<file path="src/rtl/lpl_pkg.sv">
package lpl_pkg;

  localparam int LookaheadMaxDef = 1024;
  localparam int SampleBitsDef   = 24;

  localparam int GainW    = 24;
  localparam int CoefW    = 24;
  localparam int LevelW   = 23;
  localparam int LenW     = 11;
  localparam int ChanW    = 2;
  localparam int CfgIdxW  = 3;
  localparam int CfgDataW = 24;

  localparam logic [GainW-1:0]  Unity           = 24'd8388608;
  localparam logic [LevelW-1:0] ClampLevelRst   = 23'd8292287;
  localparam logic [LevelW-1:0] DetectLevelRst  = 23'd8178730;
  localparam logic [LevelW-1:0] MinGainRst      = 23'd33;
  localparam logic [CoefW-1:0]  ReleaseCoeffRst = 24'd16773000;
  localparam logic [LenW-1:0]   LookaheadRst    = 11'd64;
  localparam logic [ChanW-1:0]  ChannelsRst     = 2'd2;

  typedef enum logic [CfgIdxW-1:0] {
    REG_CLAMP     = 3'd0,
    REG_DETECT    = 3'd1,
    REG_MIN_GAIN  = 3'd2,
    REG_RELEASE   = 3'd3,
    REG_LOOKAHEAD = 3'd4,
    REG_CHANNELS  = 3'd5
  } cfg_reg_e;

  typedef enum logic [3:0] {
    ST_CLEAR,
    ST_IDLE,
    ST_SCAN,
    ST_TAIL,
    ST_FETCH,
    ST_DIV,
    ST_BOUND,
    ST_ENV,
    ST_OMUL,
    ST_OUT
  } state_e;

  typedef struct packed {
    logic clear;
    logic en;
    logic first;
  } cell_ctrl_t;

endpackage

</file>
<file path="src/rtl/lpl_peak_cell.sv">
module lpl_peak_cell #(
  parameter int SampleBits = 24
) (
  input  logic                         clk_i,
  input  logic                         rst_ni,
  input  lpl_pkg::cell_ctrl_t          ctrl_i,
  input  logic signed [SampleBits-1:0] sample_i,
  output logic [SampleBits+1:0]        peak_o
);
  import lpl_pkg::*;

  localparam int EW = SampleBits + 3;
  localparam int PW = SampleBits + 2;

  logic signed [SampleBits-1:0] prev_q;
  logic [PW-1:0] peak_q, peak_d;
  logic signed [EW-1:0] ae, pe, s2, s3a, sa3;
  logic [EW-1:0] abs_a, abs_s2, abs_s3a, abs_sa3;
  logic [PW-1:0] m4, m2, m3a, ma3;

  function automatic logic [EW-1:0] abs_v(input logic signed [EW-1:0] v);
    abs_v = v[EW-1] ? EW'(-v) : EW'(v);
  endfunction

  always_comb begin
    ae  = EW'(sample_i);
    pe  = EW'(prev_q);
    s2  = ae + pe;
    s3a = (ae <<< 1) + ae + pe;
    sa3 = ae + (pe <<< 1) + pe;
    abs_a   = abs_v(ae);
    abs_s2  = abs_v(s2);
    abs_s3a = abs_v(s3a);
    abs_sa3 = abs_v(sa3);
    // Every candidate is in quarter-LSB units and stays within 2^(SampleBits+1).
    m4  = {abs_a[SampleBits-1:0], 2'b00};
    m2  = {abs_s2[SampleBits:0], 1'b0};
    m3a = abs_s3a[PW-1:0];
    ma3 = abs_sa3[PW-1:0];
    peak_d = peak_q;
    if (m4 > peak_d) peak_d = m4;
    if (!ctrl_i.first) begin
      if (m2 > peak_d)  peak_d = m2;
      if (m3a > peak_d) peak_d = m3a;
      if (ma3 > peak_d) peak_d = ma3;
    end
  end

  always_ff @(posedge clk_i or negedge rst_ni) begin
    if (!rst_ni) begin
      peak_q <= '0;
      prev_q <= '0;
    end else if (ctrl_i.clear) begin
      peak_q <= '0;
    end else if (ctrl_i.en) begin
      peak_q <= peak_d;
      prev_q <= sample_i;
    end
  end

  assign peak_o = peak_q;

endmodule

</file>
<file path="config.mk">
export PLATFORM = sky130hd
export DESIGN_NAME = lpl_peak_cell
export DESIGN_NICKNAME = d
export VERILOG_FILES = /design/src/rtl/lpl_pkg.sv /design/src/rtl/lpl_peak_cell.sv
export SDC_FILE = /design/constraint.sdc
export NUM_CORES = 1
export LEC_CHECK = 0
export BUFFER_PORTS_ARGS = -buffer_cell sky130_fd_sc_hd__buf_2
export CAP_MARGIN = 20
export CELL_PAD_IN_SITES_DETAIL_PLACEMENT = 1
export CELL_PAD_IN_SITES_GLOBAL_PLACEMENT = 1
export CORE_MARGIN = 2
export CORE_UTILIZATION = 49
export DETAILED_ROUTE_END_ITERATION = 8
export HOLD_SLACK_MARGIN = 0.1
export PLACE_DENSITY_LB_ADDON = 0.1
export SYNTH_ARGS = -nofsm -noshare
export SYNTH_HDL_FRONTEND = slang
export SYNTH_SLANG_ARGS = --single-unit
</file>
<file path="constraint.sdc">
create_clock -name clk_i -period 14.2 [get_ports clk_i]
set_input_delay 2.84 -clock clk_i [delete_from_list [all_inputs] [get_ports clk_i]]
set_output_delay 2.84 -clock clk_i [all_outputs]
set_load 0.01 [all_outputs]
</file>
* Word level (Yosys, flattened, before mapping)
Cells that the tools add are included.
W data, S select, Z words.
** Storage, ports and cells
- Register bits after elaboration :: 50
- Latch bits :: 0
- RAM bits :: 0
- Bits in read-only memories :: 0
- Input port bits :: 29
- Output and inout bits :: 26
- Logic and storage cells :: 31
- Memories kept :: 0
** Operators by class
- Add/sub/neg operators :: 9
- Multiply operators :: 0
- Divide/modulo/power cells :: 0
- $lt $le $gt $ge :: 4
- Equality and inequality tests :: 0
- Shift-type cells :: 0
- Mux-type cells :: 13
- Bitwise logic cells :: 1
- Reduce and logical (&&, ||, !) cells :: 2
** Operator list (count)
- $mux W26 :: 11
- $gt A26 B26 Y1 :: 4
- $add A26 B24 Y27 :: 2
- $neg A26 Y26 :: 2
- $add A24 B25 Y26 :: 1
- $add A25 B24 Y26 :: 1
- $add A24 B24 Y25 :: 1
- $mux W25 :: 1
- $neg A25 Y25 :: 1
- $mux W24 :: 1
- $neg A24 Y24 :: 1
- $reduce_and A2 Y1 :: 1
- $reduce_bool A2 Y1 :: 1
- $not A1 Y1 :: 1

* Longest topological paths before layout
- Depth in word-level cells :: 15
- Gate-level depth with buffers :: 62
- Depth with buffers taken out :: 56

* Worst setup path before layout
Ideal clock, no wire load.
- Path kind :: input to register
- Start point :: input sample_i[1]
- End point :: register peak_q[12], in the netlist peak_o[12]
- Setup time :: 0.087 ns
- Arrival time :: 13.103 ns
- Data required time :: 14.113 ns
- Setup slack :: 1.011 ns
- Stages :: 57
- Path buffers :: 9
- Cell sequence :: inv_1 -> ha_1 -> nor2b_1 -> nand3_1 -> nor2_1 -> nand3_1 -> nor2_1 -> nand4_1 -> nand2_1 -> xnor2_1 -> ha_1 -> nand4_1 -> nor4_2 -> nand2_1 -> nand2_1 -> buf_1 -> buf_1 -> mux2i_1 -> [... 21 more ...] -> o21ai_0 -> a32oi_1 -> clkbuf_1 -> clkbuf_1 -> o21a_1 -> ha_1 -> and3_1 -> a221o_1 -> a221oi_1 -> o211ai_1 -> a211oi_1 -> a31o_2 -> clkbuf_1 -> nand2_1 -> nor2_1 -> clkbuf_1 -> a222oi_1 -> o211ai_1
** On the way
- Word-level cells in the longest chain between the ends :: 15
- Elaborated cells between the ends (all ways) :: 26
- Classes of those cells :: add/sub: 9; order compare: 4; mux: 13
** Ends and longest elaborated chain
- from (decl) :: line lpl_peak_cell.sv:7 : input logic signed [SampleBits-1:0] sample_i,
- $neg A24 Y24 :: line lpl_peak_cell.sv:22 : abs_v = v[EW-1] ? EW'(-v) : EW'(v);
- $mux W24 :: line lpl_peak_cell.sv:22
- $gt A26 B26 Y1 :: line lpl_peak_cell.sv:41 : if (m4 > peak_d) peak_d = m4;
- $mux W26 :: line lpl_peak_cell.sv:41
- $gt A26 B26 Y1 :: line lpl_peak_cell.sv:43 : if (m2 > peak_d) peak_d = m2;
- $mux W26 :: line lpl_peak_cell.sv:43
- $mux W26 :: line lpl_peak_cell.sv:42 : if (!ctrl_i.first) begin
- $gt A26 B26 Y1 :: line lpl_peak_cell.sv:44 : if (m3a > peak_d) peak_d = m3a;
- $mux W26 :: line lpl_peak_cell.sv:44
- $mux W26 :: line lpl_peak_cell.sv:42
- $gt A26 B26 Y1 :: line lpl_peak_cell.sv:45 : if (ma3 > peak_d) peak_d = ma3;
- $mux W26 :: line lpl_peak_cell.sv:45
- $mux W26 (*) :: line lpl_peak_cell.sv:42
- $mux W26 (*) :: line lpl_peak_cell.sv:55 : end else if (ctrl_i.en) begin
- $mux W26 (*) :: line lpl_peak_cell.sv:53 : end else if (ctrl_i.clear) begin
- to (signal assigned) :: line lpl_peak_cell.sv:56 : peak_q <= peak_d;
- to (decl) :: line lpl_peak_cell.sv:16 : logic [PW-1:0] peak_q, peak_d;
Every way passes the cells marked *; elsewhere a longest branch is shown, timed or not. The select of a mux whose other input is x is not followed.
A chain may end at the register's enable or synchronous reset.

* Final worst setup path
- Start point :: input sample_i[0]
- End point :: register peak_q[10], in the netlist peak_o[10]
Same word-level chain as after synthesis.

==> out/metrics.yaml <==
drt:
  avgRoutedWirePerCell_um: 24.05
  ant_nets: 0
  drc: 0
  dr.pass1.iters: 8
  drt_iter0_drc: 847
  num_vias: 13026
  drt-total-wl_mm: 48.68
  routed_via_density: 6.436
timing:
  fin_skew_ns: 0.007764
  finalHoldViolations: 0
  finalMaxSlewViolations: 0
  fmax_mhz: 73.27
  setup_violations: 0
  slew_headroom_pct: 36.96
  fin_crit_sh_pct: 96.11
  min_period_ns: 13.65
  tightest_slew_ns: 0.9334
logic_synthesis:
  ys_seq_area_share_pct: 9.747
  synth-compound-area-share_pct: 27.64
  synth_top_area_share_pct: 19.20
  synth-edff-count: 0
  yosys.area.top_type: "ha_1"
  syn-num-nets: 1915
  synth-seq-cells: 50
  synth_simple_gate_area_share_pct: 18.19
  synth_most_common_cell: "ha_1"
  async_flop_share_pct: 100.0
  synth_cells: 1640
  synth_flop_cell: "dfrtp_1"
  syn_avg_cell_area_sq_um: 7.828
  synth_area_leaders: "ha_1 (19%), dfrtp_1 (9.7%), fa_1 (7.6%), xnor2_1 (6.2%), o21ai_0 (5.1%)"
  synthXorXnorAreaFrac_pct: 9.620
  synth_top_family_by_area: "compound AO/OA/AOI/OAI gates"
  ys_warn_count: 0
  synth_cell_type_count: 89
  synthMuxAreaShare_pct: 3.168
  syn_area_sq_um: 12840
  synthAdderAreaFrac_pct: 26.84
  ys_top_cells_by_count: "ha_1 (197), nand2_1 (151), o21ai_0 (132), nor2_1 (125), inv_1 (106)"
layout:
  fin_nets: 1963
  diodes: 0
  synthToLayoutAreaGrowth_pct: 7.339
  fin_util_pct: 53.18
  n_fill_cell: 3281
  final_area_sq_um: 13780
  final_layout_size_suffix_gt1_share_pct: 8.940
clocking:
  insertion_delay_ns: 0.33
  cts_tree: "yes"
  cts.clk_slew.worst_paths_ns: 0.09
  clock-sinks: 50
  cts-root-buf: "clkbuf_16"
  htree_levels: 2
  cts_buffers: 5
  cts_hold_buffers: 0
  clockBufferDepth: 2
power:
  leakagePower_nw: 6.403
  peakVddDrop_v: 0.0002113
  combPwrFrac_pct: 90.7
  cell_internal_pwr_mw: 1.627
  sw_frac_of_total_pct: 58.32
  powerDensity_nw_per_um2: 283.2
  switchingPower_mw: 2.276
  p_total_mw: 3.903
  seqPwrFrac_pct: 5.5
  power.clock.fraction_pct: 3.8
critical_path:
  slowest_delay_ns: 0.59
  worstSetupPathType: "in -> reg"
  worstPathArrival_ns: 13.83
  cpMostUsedCell: "o21a_1"
  cp_max_fo: 29
  end_kind: "register"
  cp-start-kind: "input pin"
  crit_required_ns: 14.38
  cpMaxStageDelayCell: "or4_1"
floorplan:
  die_w_um: 165.9
  fp.dieH_um: 165.9
  fp.dieArea_sq_um: 27510
  num_io_pins: 55
  core_area_sq_um: 25910
  start_util_pct: 49.54
  fp-row-count: 59
placed_design:
  hpwl_mm: 41.26
  placed_area_sq_um: 13570
  portBuffers: 54
  routabilityCongestion: 0.9499
grt:
  grt.total_usage_pct: 35.13
  antenna_found_initial: 0
  grt_pass1_vias: 13091
  grt_max_degree: 51
  overflow: 0
  grt_pass1_wl_mm: 76.06
run_status:
  status: "finished clean"
min_path:
  hold_path_class: "reg -> reg"
flow_run:
  cap_violations: 0
## placed cells by master (no fill, tap or decap), types with 17 or more instances in the layout
cell type and instances:
nor3_1 24, o21a_1 36, fa_1 49, xor2_1 50
xnor2_1 91, nor2_1 124, nand4_1 28, o211ai_1 17
inv_1 105, nand3_1 35, nand2b_1 18, a21o_1 74
dfrtp_1 50, ha_1 196, buf_4 31, a21oi_1 104
nand2_1 150, o21ai_0 129, mux2i_1 24, buf_2 54
## flip-flops by register name (all words and copies together) (netlist names)
name and count:
prev_q 24, peak_o 26
## layout make-up
class	count	area [sq um]	area share, %
Tap cell	335	419.2	3.042
Multi-Input combinational cell	1436	11010	79.91
Inverter	107	401.6	2.915
Timing Repair Buffer	88	545.5	3.959
Clock buffer	6	138.9	1.008
Sequential cell	50	1251	9.080
Clock inverter	2	12.51	0.09080
## final timing paths
| check | to | from | cells past startpoint | slack [ns] |
|---|---|---|---|---|
| min in group asynchronous | prev_q[4] | rst_ni | 2 | 2.68 |
| min reg2reg | peak_o[23] | peak_o[23] | 2 | 0.55 |
| max | peak_o[10] | sample_i[0] | 50 | 0.55 |
| max in group asynchronous | peak_o[24] | rst_ni | 2 | 10.94 |
| min | peak_o[23] | peak_o[23] | 2 | 0.55 |
| max reg2reg | peak_o[10] | prev_q[0] | 49 | 2.87 |
## power by group through the flow
stage	logic (mW)	registers, mW	clock network, mW
2_1_floorplan	2.42	0.213	0
3_3_place_gp	3.31	0.216	0
3_5_place_dp	3.41	0.217	0
4_1_cts	3.42	0.215	0.147
5_1_grt	3.88	0.220	0.151
6_report	3.54	0.215	0.148
## worst max-delay path, delay by kind of cell
family | cells | cell delay, ns
AOI/OAI and AO/OA | 28 | 5.86
xor gates and xnor gates | 1 | 0.36
adders and majority gates | 5 | 1.47
and+or+nand+nor | 9 | 2.16
buffers and inverters | 7 | 1.09
## layer usage
layer  global-route usage [%]  wire length, um
met5                        0                0
met2                    57.01            22220
met4                    8.507             1098
met3                    3.122             2789
met1                    50.55            22580
## per-stage QoR
step	setup TNS, ns	setup WS, ns	instances	hold slack (ns)
finish	0	0.5525	2024	0.5534
global route	-0.05729	-0.03066	2024	0.6234
CTS	0	0.2862	2020	0.5575
detailed placement	-0.05977	-0.02588	2012	0.5366
global placement	0	0.1862	2012	0.5288
floorplan	0	1.011	1640	0.5081
## cells by family after synthesis
kind of cell | Yosys count
buf+inv | 154
xor+xnor | 141
simple gates | 484
mux | 38
flops | 50
fa+ha+maj | 246
compound gates | 527
## timing repair
action                                  CTS  global route
buffers inserted                          0             4
endpoints found under the setup margin    0            26
resized for setup                         0            13
Power figures use the tool's default switching activity.
