`src/rtl/lpl_pkg.sv`:
```
package lpl_pkg;

  localparam int LookaheadMaxDef = 1024;
  localparam int SampleBitsDef   = 24;

  localparam int GainW    = 24;
  localparam int CoefW    = 24;
  localparam int LevelW   = 23;
  localparam int LenW     = 11;
  localparam int ChanW    = 2;
  localparam int CfgIdxW  = 3;
  localparam int CfgDataW = 24;

  localparam logic [GainW-1:0]  Unity           = 24'd8388608;
  localparam logic [LevelW-1:0] ClampLevelRst   = 23'd8292287;
  localparam logic [LevelW-1:0] DetectLevelRst  = 23'd8178730;
  localparam logic [LevelW-1:0] MinGainRst      = 23'd33;
  localparam logic [CoefW-1:0]  ReleaseCoeffRst = 24'd16773000;
  localparam logic [LenW-1:0]   LookaheadRst    = 11'd64;
  localparam logic [ChanW-1:0]  ChannelsRst     = 2'd2;

  typedef enum logic [CfgIdxW-1:0] {
    REG_CLAMP     = 3'd0,
    REG_DETECT    = 3'd1,
    REG_MIN_GAIN  = 3'd2,
    REG_RELEASE   = 3'd3,
    REG_LOOKAHEAD = 3'd4,
    REG_CHANNELS  = 3'd5
  } cfg_reg_e;

  typedef enum logic [3:0] {
    ST_CLEAR,
    ST_IDLE,
    ST_SCAN,
    ST_TAIL,
    ST_FETCH,
    ST_DIV,
    ST_BOUND,
    ST_ENV,
    ST_OMUL,
    ST_OUT
  } state_e;

  typedef struct packed {
    logic clear;
    logic en;
    logic first;
  } cell_ctrl_t;

endpackage

```
`src/rtl/lpl_div.sv`:
```
module lpl_div #(
  parameter int NumW = 48,
  parameter int DenW = 26,
  parameter int QuoW = 24
) (
  input  logic            clk_i,
  input  logic            rst_ni,
  input  logic            start_i,
  input  logic [NumW-1:0] num_i,
  input  logic [DenW-1:0] den_i,
  output logic            busy_o,
  output logic [QuoW-1:0] quo_o
);
  import lpl_pkg::*;

  localparam int CntW = $clog2(QuoW + 1);

  logic [DenW:0]   rem_q;
  logic [DenW-1:0] den_q;
  logic [QuoW-1:0] low_q;
  logic [CntW-1:0] cnt_q;
  logic [DenW:0]   trial;
  logic            fits;

  // The caller guarantees a quotient below 2^QuoW, so the top part of the
  // numerator is already smaller than the divisor.
  always_comb begin
    trial = {rem_q[DenW-1:0], low_q[QuoW-1]};
    fits  = trial >= {1'b0, den_q};
  end

  always_ff @(posedge clk_i or negedge rst_ni) begin
    if (!rst_ni) begin
      cnt_q <= '0;
      rem_q <= '0;
      den_q <= '0;
      low_q <= '0;
    end else if (start_i) begin
      cnt_q <= CntW'(QuoW);
      rem_q <= (DenW+1)'(num_i[NumW-1:QuoW]);
      den_q <= den_i;
      low_q <= num_i[QuoW-1:0];
    end else if (cnt_q != '0) begin
      cnt_q <= cnt_q - 1'b1;
      rem_q <= fits ? (trial - {1'b0, den_q}) : trial;
      low_q <= {low_q[QuoW-2:0], fits};
    end
  end

  assign busy_o = cnt_q != '0;
  assign quo_o  = low_q;

endmodule

```
`config.mk`:
```
export PLATFORM = sky130hd
export DESIGN_NAME = lpl_div
export DESIGN_NICKNAME = d
export VERILOG_FILES = /design/src/rtl/lpl_pkg.sv /design/src/rtl/lpl_div.sv
export SDC_FILE = /design/constraint.sdc
export NUM_CORES = 1
export LEC_CHECK = 0
export BUFFER_PORTS_ARGS = -buffer_cell sky130_fd_sc_hd__buf_2
export CAP_MARGIN = 20
export CORE_MARGIN = 2
export CORE_UTILIZATION = 56
export CTS_CLUSTER_SIZE = 8
export DETAILED_ROUTE_END_ITERATION = 8
export HOLD_SLACK_MARGIN = 0.02
export PLACE_DENSITY = 0.88
export SLEW_MARGIN = 15
export SYNTH_ARGS = -nofsm -noshare
export SYNTH_HDL_FRONTEND = slang
export SYNTH_SLANG_ARGS = --single-unit
```
`constraint.sdc`:
```
create_clock -name clk_i -period 3.4 [get_ports clk_i]
set_input_delay 0.17 -clock clk_i [delete_from_list [all_inputs] [get_ports clk_i]]
set_output_delay 0.17 -clock clk_i [all_outputs]
set_load 0.01 [all_outputs]
```
## Word-level counts from Yosys, hierarchy flattened

Cells that the tools add are included.
Widths: inputs -> output; s select.

| storage, ports and cells | value |
|---|---|
| register bits | 81 |
| output and inout port bits | 25 |
| word-level logic and storage cells | 16 |

| operators by class | value |
|---|---|
| add/subtract/negate cells | 2 |
| magnitude comparators | 1 |
| muxes and demuxes | 7 |
| reductions and logical operators | 2 |

Operators with widths:

| cell | number |
|---|---|
| $mux 26 | 3 |
| $mux 24 | 2 |
| $ge 27x26->1 | 1 |
| $sub 26x26->26 | 1 |
| $mux 5 | 2 |
| $reduce_bool 5->1 | 1 |
| $sub 5x1->5 const B | 1 |
| $reduce_bool 2->1 | 1 |

## Longest topological paths before layout

Gate-level depths: netlist (run 1).

| logic depth | value |
|---|---|
| word-level depth | 4 |
| depth in mapped cells | 13 |

## Worst setup path after synthesis (run 1)

No wires, ideal clock.

| timing | value |
|---|---|
| kind | register to register |
| from | register low_q[23] (netlist: quo_o[23]) |
| to | register rem_q[24] |
| setup time | 0.147 ns |
| data arrival time | 2.450 ns |
| data required time | 3.253 ns |
| path slack | 0.803 ns |
| cell stages (with the launch flop) | 13 |
| buffers on the path | 0 |
| period minus slack after synthesis | 2.597 ns |
| path through | dfrtp_1 > inv_1 > ha_1 > inv_1 > fa_1 > a21oi_1 > o211ai_1 > a21oi_1 > nor2_1 > a21o_1 > or4_1 > a31oi_1 > a211oi_1 |

| on the way | value |
|---|---|
| longest elaborated chain between the ends | 4 |
| elaborated cells on any way between the ends | 5 |
| those cells by class | add/sub (1); order compare (1); mux (3) |

Ends and longest elaborated chain:

| item | line | text |
|---|---|---|
| from (decl) | lpl_div.sv:20 | `logic [QuoW-1:0] low_q;` |
| from (signal assigned) | lpl_div.sv:42 | `low_q <= num_i[QuoW-1:0];` |
| from (signal assigned) | lpl_div.sv:46 | `low_q <= {low_q[QuoW-2:0], fits};` |
| $sub 26x26->26 or $ge 27x26->1 (tied branches) | lpl_div.sv:45, lpl_div.sv:29 |  |
| $mux 26 * | lpl_div.sv:45 | `rem_q <= fits ? (trial - {1'b0, den_q}) : trial;` |
| $mux 26 * | lpl_div.sv:43 | `end else if (cnt_q != '0) begin` |
| $mux 26 * | lpl_div.sv:38 | `end else if (start_i) begin` |
| to (signal assigned) | lpl_div.sv:40 | `rem_q <= (DenW+1)'(num_i[NumW-1:QuoW]);` |
| to (signal assigned) | lpl_div.sv:45 |  |
| to (decl) | lpl_div.sv:18 | `logic [DenW:0] rem_q;` |

Every way passes the cells marked *; elsewhere a longest branch is shown, timed or not. The select of a mux whose other input is x is not followed.
A chain may end at the register's enable or synchronous reset.

## Worst setup path after layout (run 1)

Same ends and word-level chain as after synthesis.

==> results of run 1 <==
[timing repair]
item	in CTS	in global routing
hold buffers	31	0
hold endpoints to repair	35	0
resized for setup	0	0
[kinds of logic (layout without fill, tap and decap cells)]
| group | count (synthesis) | count (layout) |
|---|---|---|
| buffers and inverters | 67 | 190 |
| DFF | 81 | 81 |
| AOI/OAI and AO/OA | 187 | 187 |
| muxes | 25 | 25 |
| adders and majority gates | 29 | 29 |
| and+or+nand+nor | 205 | 205 |
| xor gates and xnor gates | 19 | 19 |
[sequential cells by signal, indices dropped and copies added, names as in the netlist]
| name | count |
|---|---|
| den_q | 26 |
| rem_q | 26 |
| quo_o | 24 |
| cnt_q | 5 |
[where the power goes]
group | leakage, nW | internal (mW) | switching, mW | total [mW]
logic | 2.05 | 1.17 | 1.74 | 2.91
registers | 0.981 | 1.18 | 0.172 | 1.35
clock network | 0.0864 | 0.271 | 0.389 | 0.659
[worst min path at each step]
stage | end | depth (start not counted) | slack (ps)
final | den_q[12]$_DFFE_PN0P_ | 3 | 20
after global routing | den_q[9]$_DFFE_PN0P_ | 3 | 30
after CTS | quo_o[21]$_DFFE_PN0P_ | 3 | 20
after detailed placement | rem_q[1]$_DFFE_PN0P_ | 3 | 380
after global placement | quo_o[7]$_DFFE_PN0P_ | 3 | 370
after floorplan | cnt_q[0]$_DFFE_PN0P_ | 0 | -130
[stage by stage]
stage | instance area (µm²) | setup WS (ps) | hold slack [ps] | cells
2_1_floorplan | 5240 | 803 | -126 | 613
3_3_place_gp | 5810 | 618 | 374 | 799
3_5_place_dp | 5810 | 545 | 382 | 799
4_1_cts | 6290 | 503 | 20.6 | 846
5_1_grt | 6320 | 253 | 32.1 | 847
6_report | 6320 | 461 | 22.5 | 847
[cell usage in the layout, fill, tap and decap left out, types with 4 or more instances in the layout]
| cell type | synthesis | layout |
|---|---|---|
| nor2_1 | 41 | 41 |
| a31oi_1 | 10 | 10 |
| buf_2 | 5 | 99 |
| nand2_1 | 93 | 93 |
| ha_1 | 28 | 28 |
| nand3_1 | 15 | 15 |
| o221ai_1 | 4 | 4 |
| xor2_1 | 6 | 6 |
| nor3_2 | 8 | 8 |
| inv_1 | 34 | 34 |
| o211ai_1 | 6 | 6 |
| nor2b_1 | 4 | 4 |
| mux2i_1 | 24 | 24 |
| and2_1 | 4 | 4 |
| a21oi_1 | 41 | 41 |
| xnor2_1 | 13 | 13 |
| buf_4 | 0 | 6 |
| dlygate4sd3_1 | 0 | 31 |
| a211oi_1 | 13 | 13 |
| o21ai_1 | 9 | 9 |
| nor3_1 | 8 | 8 |
| clkbuf_8 | 0 | 9 |
| nand4_1 | 5 | 5 |
| and3_1 | 5 | 5 |
| nand2b_1 | 4 | 4 |
| dfrtp_1 | 81 | 81 |
| o21ai_0 | 58 | 58 |
| a21o_1 | 10 | 10 |
| o31ai_1 | 14 | 14 |
[routing by layer]
| metal | routed length, µm | up-vias |
|---|---|---|
| met2 | 6440 | 161 |
| met1 | 6060 | 2375 |
| met5 | 0 | - |
| met4 | 244 | 0 |
| li1 | - | 2407 |
| met3 | 722 | 30 |
[layout make-up]
| cell class | count | area (µm²) |
|---|---|---|
| Tap cell | 111 | 139 |
| Fill cell | 730 | 2830 |
| Multi-Input combinational cell | 465 | 2950 |
| Inverter | 36 | 135 |
| Clock buffer | 9 | 124 |
| Timing Repair Buffer | 138 | 898 |
| Sequential cell | 81 | 2030 |
| Clock inverter | 7 | 51.3 |
[worst register-to-register path, stage by stage (launching register included)]
cell,delay (ps)
dfrtp_1,400
inv_1,80
ha_1,160
inv_1,50
fa_1,400
a21oi_1,260
o211ai_1,160
a21oi_1,240
nor2_1,140
a21o_1,210
or4_1,400
a31oi_1,220
a211oi_1,100
==> results.py, run 1 <==
metrics = {
    "synthesis": {
        "synth_mux_area_frac": 0.0480,
        "synthCells": 613,
        "yosys_warnings": 0,
        "synth.top_cell.area_share": 0.387,
        "synthSimpleGateAreaFrac": 0.190,
        "synth_largest_area_cell": "dfrtp_1",
        "avgSynthCellArea_um2": 8.55,
        "synth_top_family_by_area": "compound AO/OA/AOI/OAI gates",
        "yosysMostFrequentCell": "nand2_1",
        "yosysUniqueCellTypes": 59,
        "syn_area_mm2": 0.00524,
        "synth_compound_area_frac": 0.220,
        "synth.area.top_cells": "dfrtp_1 (39%), ha_1 (6.7%), nand2_1 (6.7%), o21ai_0 (5.5%), mux2i_1 (4.6%)",
        "synth_edf_count": 0,
        "netlist_top_cells_count": "nand2_1 (93), dfrtp_1 (81), o21ai_0 (58), a21oi_1 (41), nor2_1 (41)",
        "ys.flop_type": "dfrtp_1",
        "ys_ff_latch": 81,
        "synthAdderAreaFrac": 0.0706,
        "synth_xor_xnor_area_share": 0.0317,
        "ys_seq_area_frac": 0.387,
        "ys_async_sr_fraction": 1.00,
        "synth_nets": 719,
    },
    "timing": {
        "hold_viol": 0,
        "setup_tns_ps": 0,
        "setup_viol": 0,
        "worst_pin_slew_ps": 663,
        "relSlewSlack": 0.558,
        "maxSlewViolCount": 0,
        "timing.fmax_mhz": 340,
        "period_share": 0.864,
        "rsz0062_at_grt": "false",
        "period_needed_ps": 2940,
        "skew_ps": 11.6,
    },
    "global_route": {
        "grt_pass1_wl_mm": 22.6,
        "gr-usage-all-layers": 0.273,
        "grt_max_degree": 82,
        "met1_usage": 0.367,
        "grt_util_met3": 0.0492,
        "grt_overflow": 0,
        "top_usage_layer": "met2",
        "grt_pass1_vias": 4912,
        "grt_antenna_before_repair": 0,
        "met2_usage": 0.447,
    },
    "cts": {
        "worstSkewPairLatency_ps": 360,
        "cts_tree": "built",
        "htreeDepth": 3,
        "post_cts.repair.setup_buffers": 0,
        "numCtsBuffers": 9,
        "clock_sinks": 81,
        "clk_path_buf_depth": 2,
        "clkSlewWorstSetupHoldPaths_ps": 100,
        "clockRootBuffer": "clkbuf_8",
    },
    "placed_design": {
        "portBuffers": 101,
        "dp_hpwl_mm": 9.36,
        "gp_congestion": 0.997,
    },
    "floorplan": {
        "die_w_um": 101,
        "num_rows": 35,
        "dieArea_mm2": 0.0102,
        "die_h_um": 101,
        "core-area_mm2": 0.00915,
        "io_pins": 102,
        "initial_core_util": 0.573,
    },
    "worst_setup_path": {
        "rr_startpoint": "quo_o[23]$_DFFE_PN0P_",
        "cp_max_fo": 3,
        "cp.depth": 12,
        "reg2reg_depth": 12,
        "start_kind": "register",
        "crit_path_end": "rem_q[24]$_DFFE_PN0P_",
        "critPathTopFamily": "compound AO/OA/AOI/OAI gates",
        "arrival_ps": 3170,
        "cpPeakStageDelay_ps": 400,
        "end_kind": "register",
        "crit_type": "reg -> reg",
        "r2r_setup_slack_ps": 460,
        "crit_path_top_delay_cell": "dfrtp_1",
        "path_buf_inv": 2,
        "critPathLaunch": "quo_o[23]$_DFFE_PN0P_",
        "path_cells": "inv_1, ha_1, inv_1, fa_1, a21oi_1, o211ai_1, a21oi_1, nor2_1, a21o_1, or4_1, a31oi_1, a211oi_1",
        "worstReg2RegEnd": "rem_q[24]$_DFFE_PN0P_",
        "cp.required_ps": 3630,
    },
    "cells_and_area": {
        "finalCoreUtilization": 0.690,
        "area_growth_pct": 20.5,
        "drive_gt1_frac": 0.198,
        "nNetsFinal": 837,
        "n_antenna_cell": 0,
    },
    "hold_path": {
        "hold_class": "in -> reg",
        "min_from": "den_i[12]",
    },
    "drt": {
        "wl_mm": 13.5,
        "drtAntennaViolNets": 0,
        "drtIter0Drc": 224,
        "drtPass1Iterations": 7,
        "via_per_inst": 5.87,
        "route.detailed.drc": 0,
        "num_vias": 4973,
        "post_drt_wl_per_cell_um": 15.9,
    },
    "pwr": {
        "ir_drop_v": 0.000368,
        "cellPowerDensity_mw_per_mm2": 778,
        "p_leak_nw": 3.12,
        "power_mw": 4.92,
    },
    "flow_run": {
        "cap_violations": 0,
    },
    "outcome": {
        "outcome": "finished clean",
    },
}
Note: power is estimated with default switching activity, not from simulation.
==> run 2: changes to the inputs <==
PLACE_DENSITY = 0.8   (was 0.88)
==> run 2 against run 1 <==
Core utilization is 1.4 points higher; sequential share of layout area decreased by 0.64 points; flip-flop and latch count unchanged; worst setup slack worse by 48 ps; largest power group unchanged; highest routed layer unchanged; via count up 0.20%.
==> results.py, run 2 (synthesis results as in run 1) <==
metrics = {
    "worst_setup_path": {
        "cp.required_ps": 3630,
        "arrival_ps": 3210,
        "cp_max_fo": 3,
        "crit_type": "reg -> reg",
        "end_kind": "register",
        "start_kind": "register",
    },
    "drt": {
        "route.detailed.drc": 0,
        "via_per_inst": 5.81,
        "drtPass1Iterations": 4,
        "num_vias": 4983,
        "drtAntennaViolNets": 0,
        "drtIter0Drc": 275,
        "post_drt_wl_per_cell_um": 16.1,
        "wl_mm": 13.8,
    },
    "floorplan": {
        "die_w_um": 101,
        "dieArea_mm2": 0.0102,
        "io_pins": 102,
        "die_h_um": 101,
        "num_rows": 35,
        "initial_core_util": 0.573,
        "core-area_mm2": 0.00915,
    },
    "cells_and_area": {
        "nNetsFinal": 848,
        "area_growth_pct": 23.0,
        "n_fill_cell": 739,
        "fin_cells": 858,
        "layout_common_cells": "buf_2 (99), nand2_1 (93), dfrtp_1 (81), o21ai_0 (58)",
        "drive_gt1_frac": 0.199,
        "final_common_cell": "buf_2",
        "n_antenna_cell": 0,
        "stdcell_area_mm2": 0.00645,
    },
    "pwr": {
        "intPower_mw": 2.72,
        "pwr-share-comb": 0.577,
        "sequentialPowerShare": 0.268,
        "switchingPower_mw": 2.33,
        "ir_drop_v": 0.000366,
        "p_clk_frac": 0.156,
        "cellPowerDensity_mw_per_mm2": 782,
        "swShare": 0.461,
        "p_leak_nw": 3.18,
    },
    "cts": {
        "numCtsBuffers": 9,
        "clockRootBuffer": "clkbuf_8",
        "post_cts.repair.setup_buffers": 0,
        "htreeDepth": 3,
        "clkSlewWorstSetupHoldPaths_ps": 110,
        "clock_sinks": 81,
        "cts_hold_buf": 39,
        "post_cts_resized": 0,
        "clk_path_buf_depth": 2,
        "cts_tree": "built",
        "worstSkewPairLatency_ps": 370,
    },
    "placed_design": {
        "gp_congestion": 1.03,
        "dp_hpwl_mm": 9.37,
        "portBuffers": 101,
        "placed_area_mm2": 0.00582,
        "place_inst": 802,
    },
    "timing": {
        "period_share": 0.878,
        "period_needed_ps": 2990,
        "setup_viol": 0,
        "rsz0062_at_grt": "false",
        "timing.fmax_mhz": 335,
        "skew_ps": 18.0,
        "hold_viol": 0,
        "maxSlewViolCount": 0,
        "relSlewSlack": 0.671,
        "worst_pin_slew_ps": 489,
        "setup_tns_ps": 0,
    },
    "global_route": {
        "grt_pass1_vias": 4910,
        "gr-usage-all-layers": 0.284,
        "grt_max_degree": 82,
        "grt_pass1_wl_mm": 23.2,
        "grt_overflow": 0,
        "grt_antenna_before_repair": 0,
    },
    "hold_path": {
        "hold_class": "in -> reg",
    },
    "flow_run": {
        "cap_violations": 0,
    },
    "outcome": {
        "outcome": "finished clean",
    },
}
-- run 2: changes by cell type in the layout (fill, tap and decap cells not counted), sizes merged --
cell	change
dlygate4sd3	+8
clkinvlp	-2
bufinv	+1
inv	+2
clkinv	-1
buf	+3
-- run 2: area by class of cell --
type	count	area, µm²	area share
Clock buffer	9	124	0.0192
Clock inverter	7	90.1	0.0140
Inverter	36	135	0.0210
Multi-Input combinational cell	465	2950	0.457
Sequential cell	81	2030	0.314
Tap cell	111	139	0.0215
Timing Repair Buffer	149	988	0.153
-- run 2: path summary, 6_finish.rpt --
path / start / depth (start not counted) / slack [ps] / to
max: quo_o[23]$_DFFE_PN0P_ / 12 / 410 / rem_q[24]$_DFFE_PN0P_
min: den_i[8] / 3 / 20 / den_q[8]$_DFFE_PN0P_
max reg2reg: quo_o[23]$_DFFE_PN0P_ / 12 / 410 / rem_q[24]$_DFFE_PN0P_
min reg2reg: den_q[16]$_DFFE_PN0P_ / 2 / 540 / den_q[16]$_DFFE_PN0P_
max in group asynchronous: rst_ni / 3 / 2550 / quo_o[2]$_DFFE_PN0P_
min in group asynchronous: rst_ni / 2 / 240 / den_q[6]$_DFFE_PN0P_
-- run 2: through the flow --
stage / hold WS (ps) / power, mW / setup WS [ps] / utilization
CTS: 20.6 / 5.01 / 456 / 0.702
global placement: 375 / 4.12 / 508 / 0.636
detailed placement: 379 / 4.18 / 525 / 0.636
finish: 20.7 / 5.04 / 414 / 0.705
global route: 22.9 / 5.41 / 242 / 0.705
floorplan: -126 / 3.55 / 803 / -
-- run 2: worst max-delay path, stage by stage, from the launching register on --
cell	delay [ps]
dfrtp_1	410
inv_1	80
ha_1	170
inv_1	60
fa_1	400
a21oi_1	260
o211ai_1	140
a21oi_1	240
nor2_1	150
a21o_1	210
or4_1	390
a31oi_1	230
a211oi_1	110
-- run 2: power groups by stage --
stage               combinational, mW  clock, mW  sequential (mW)
finish                           2.91      0.784             1.35
global placement                 2.77          0             1.35
detailed placement               2.81          0             1.36
CTS                              2.86      0.795             1.35
global route                     3.20      0.831             1.38
floorplan                        2.21          0             1.34
-- run 2: per-layer routing --
metal	part of all wire	global-route usage	routed length (µm)	vias up
met5	0	0	0	-
met4	0.015	0.0738	205	0
met3	0.055	0.0479	755	23
met2	0.48	0.478	6590	149
met1	0.45	0.380	6240	2379
li1	-	-	-	2432
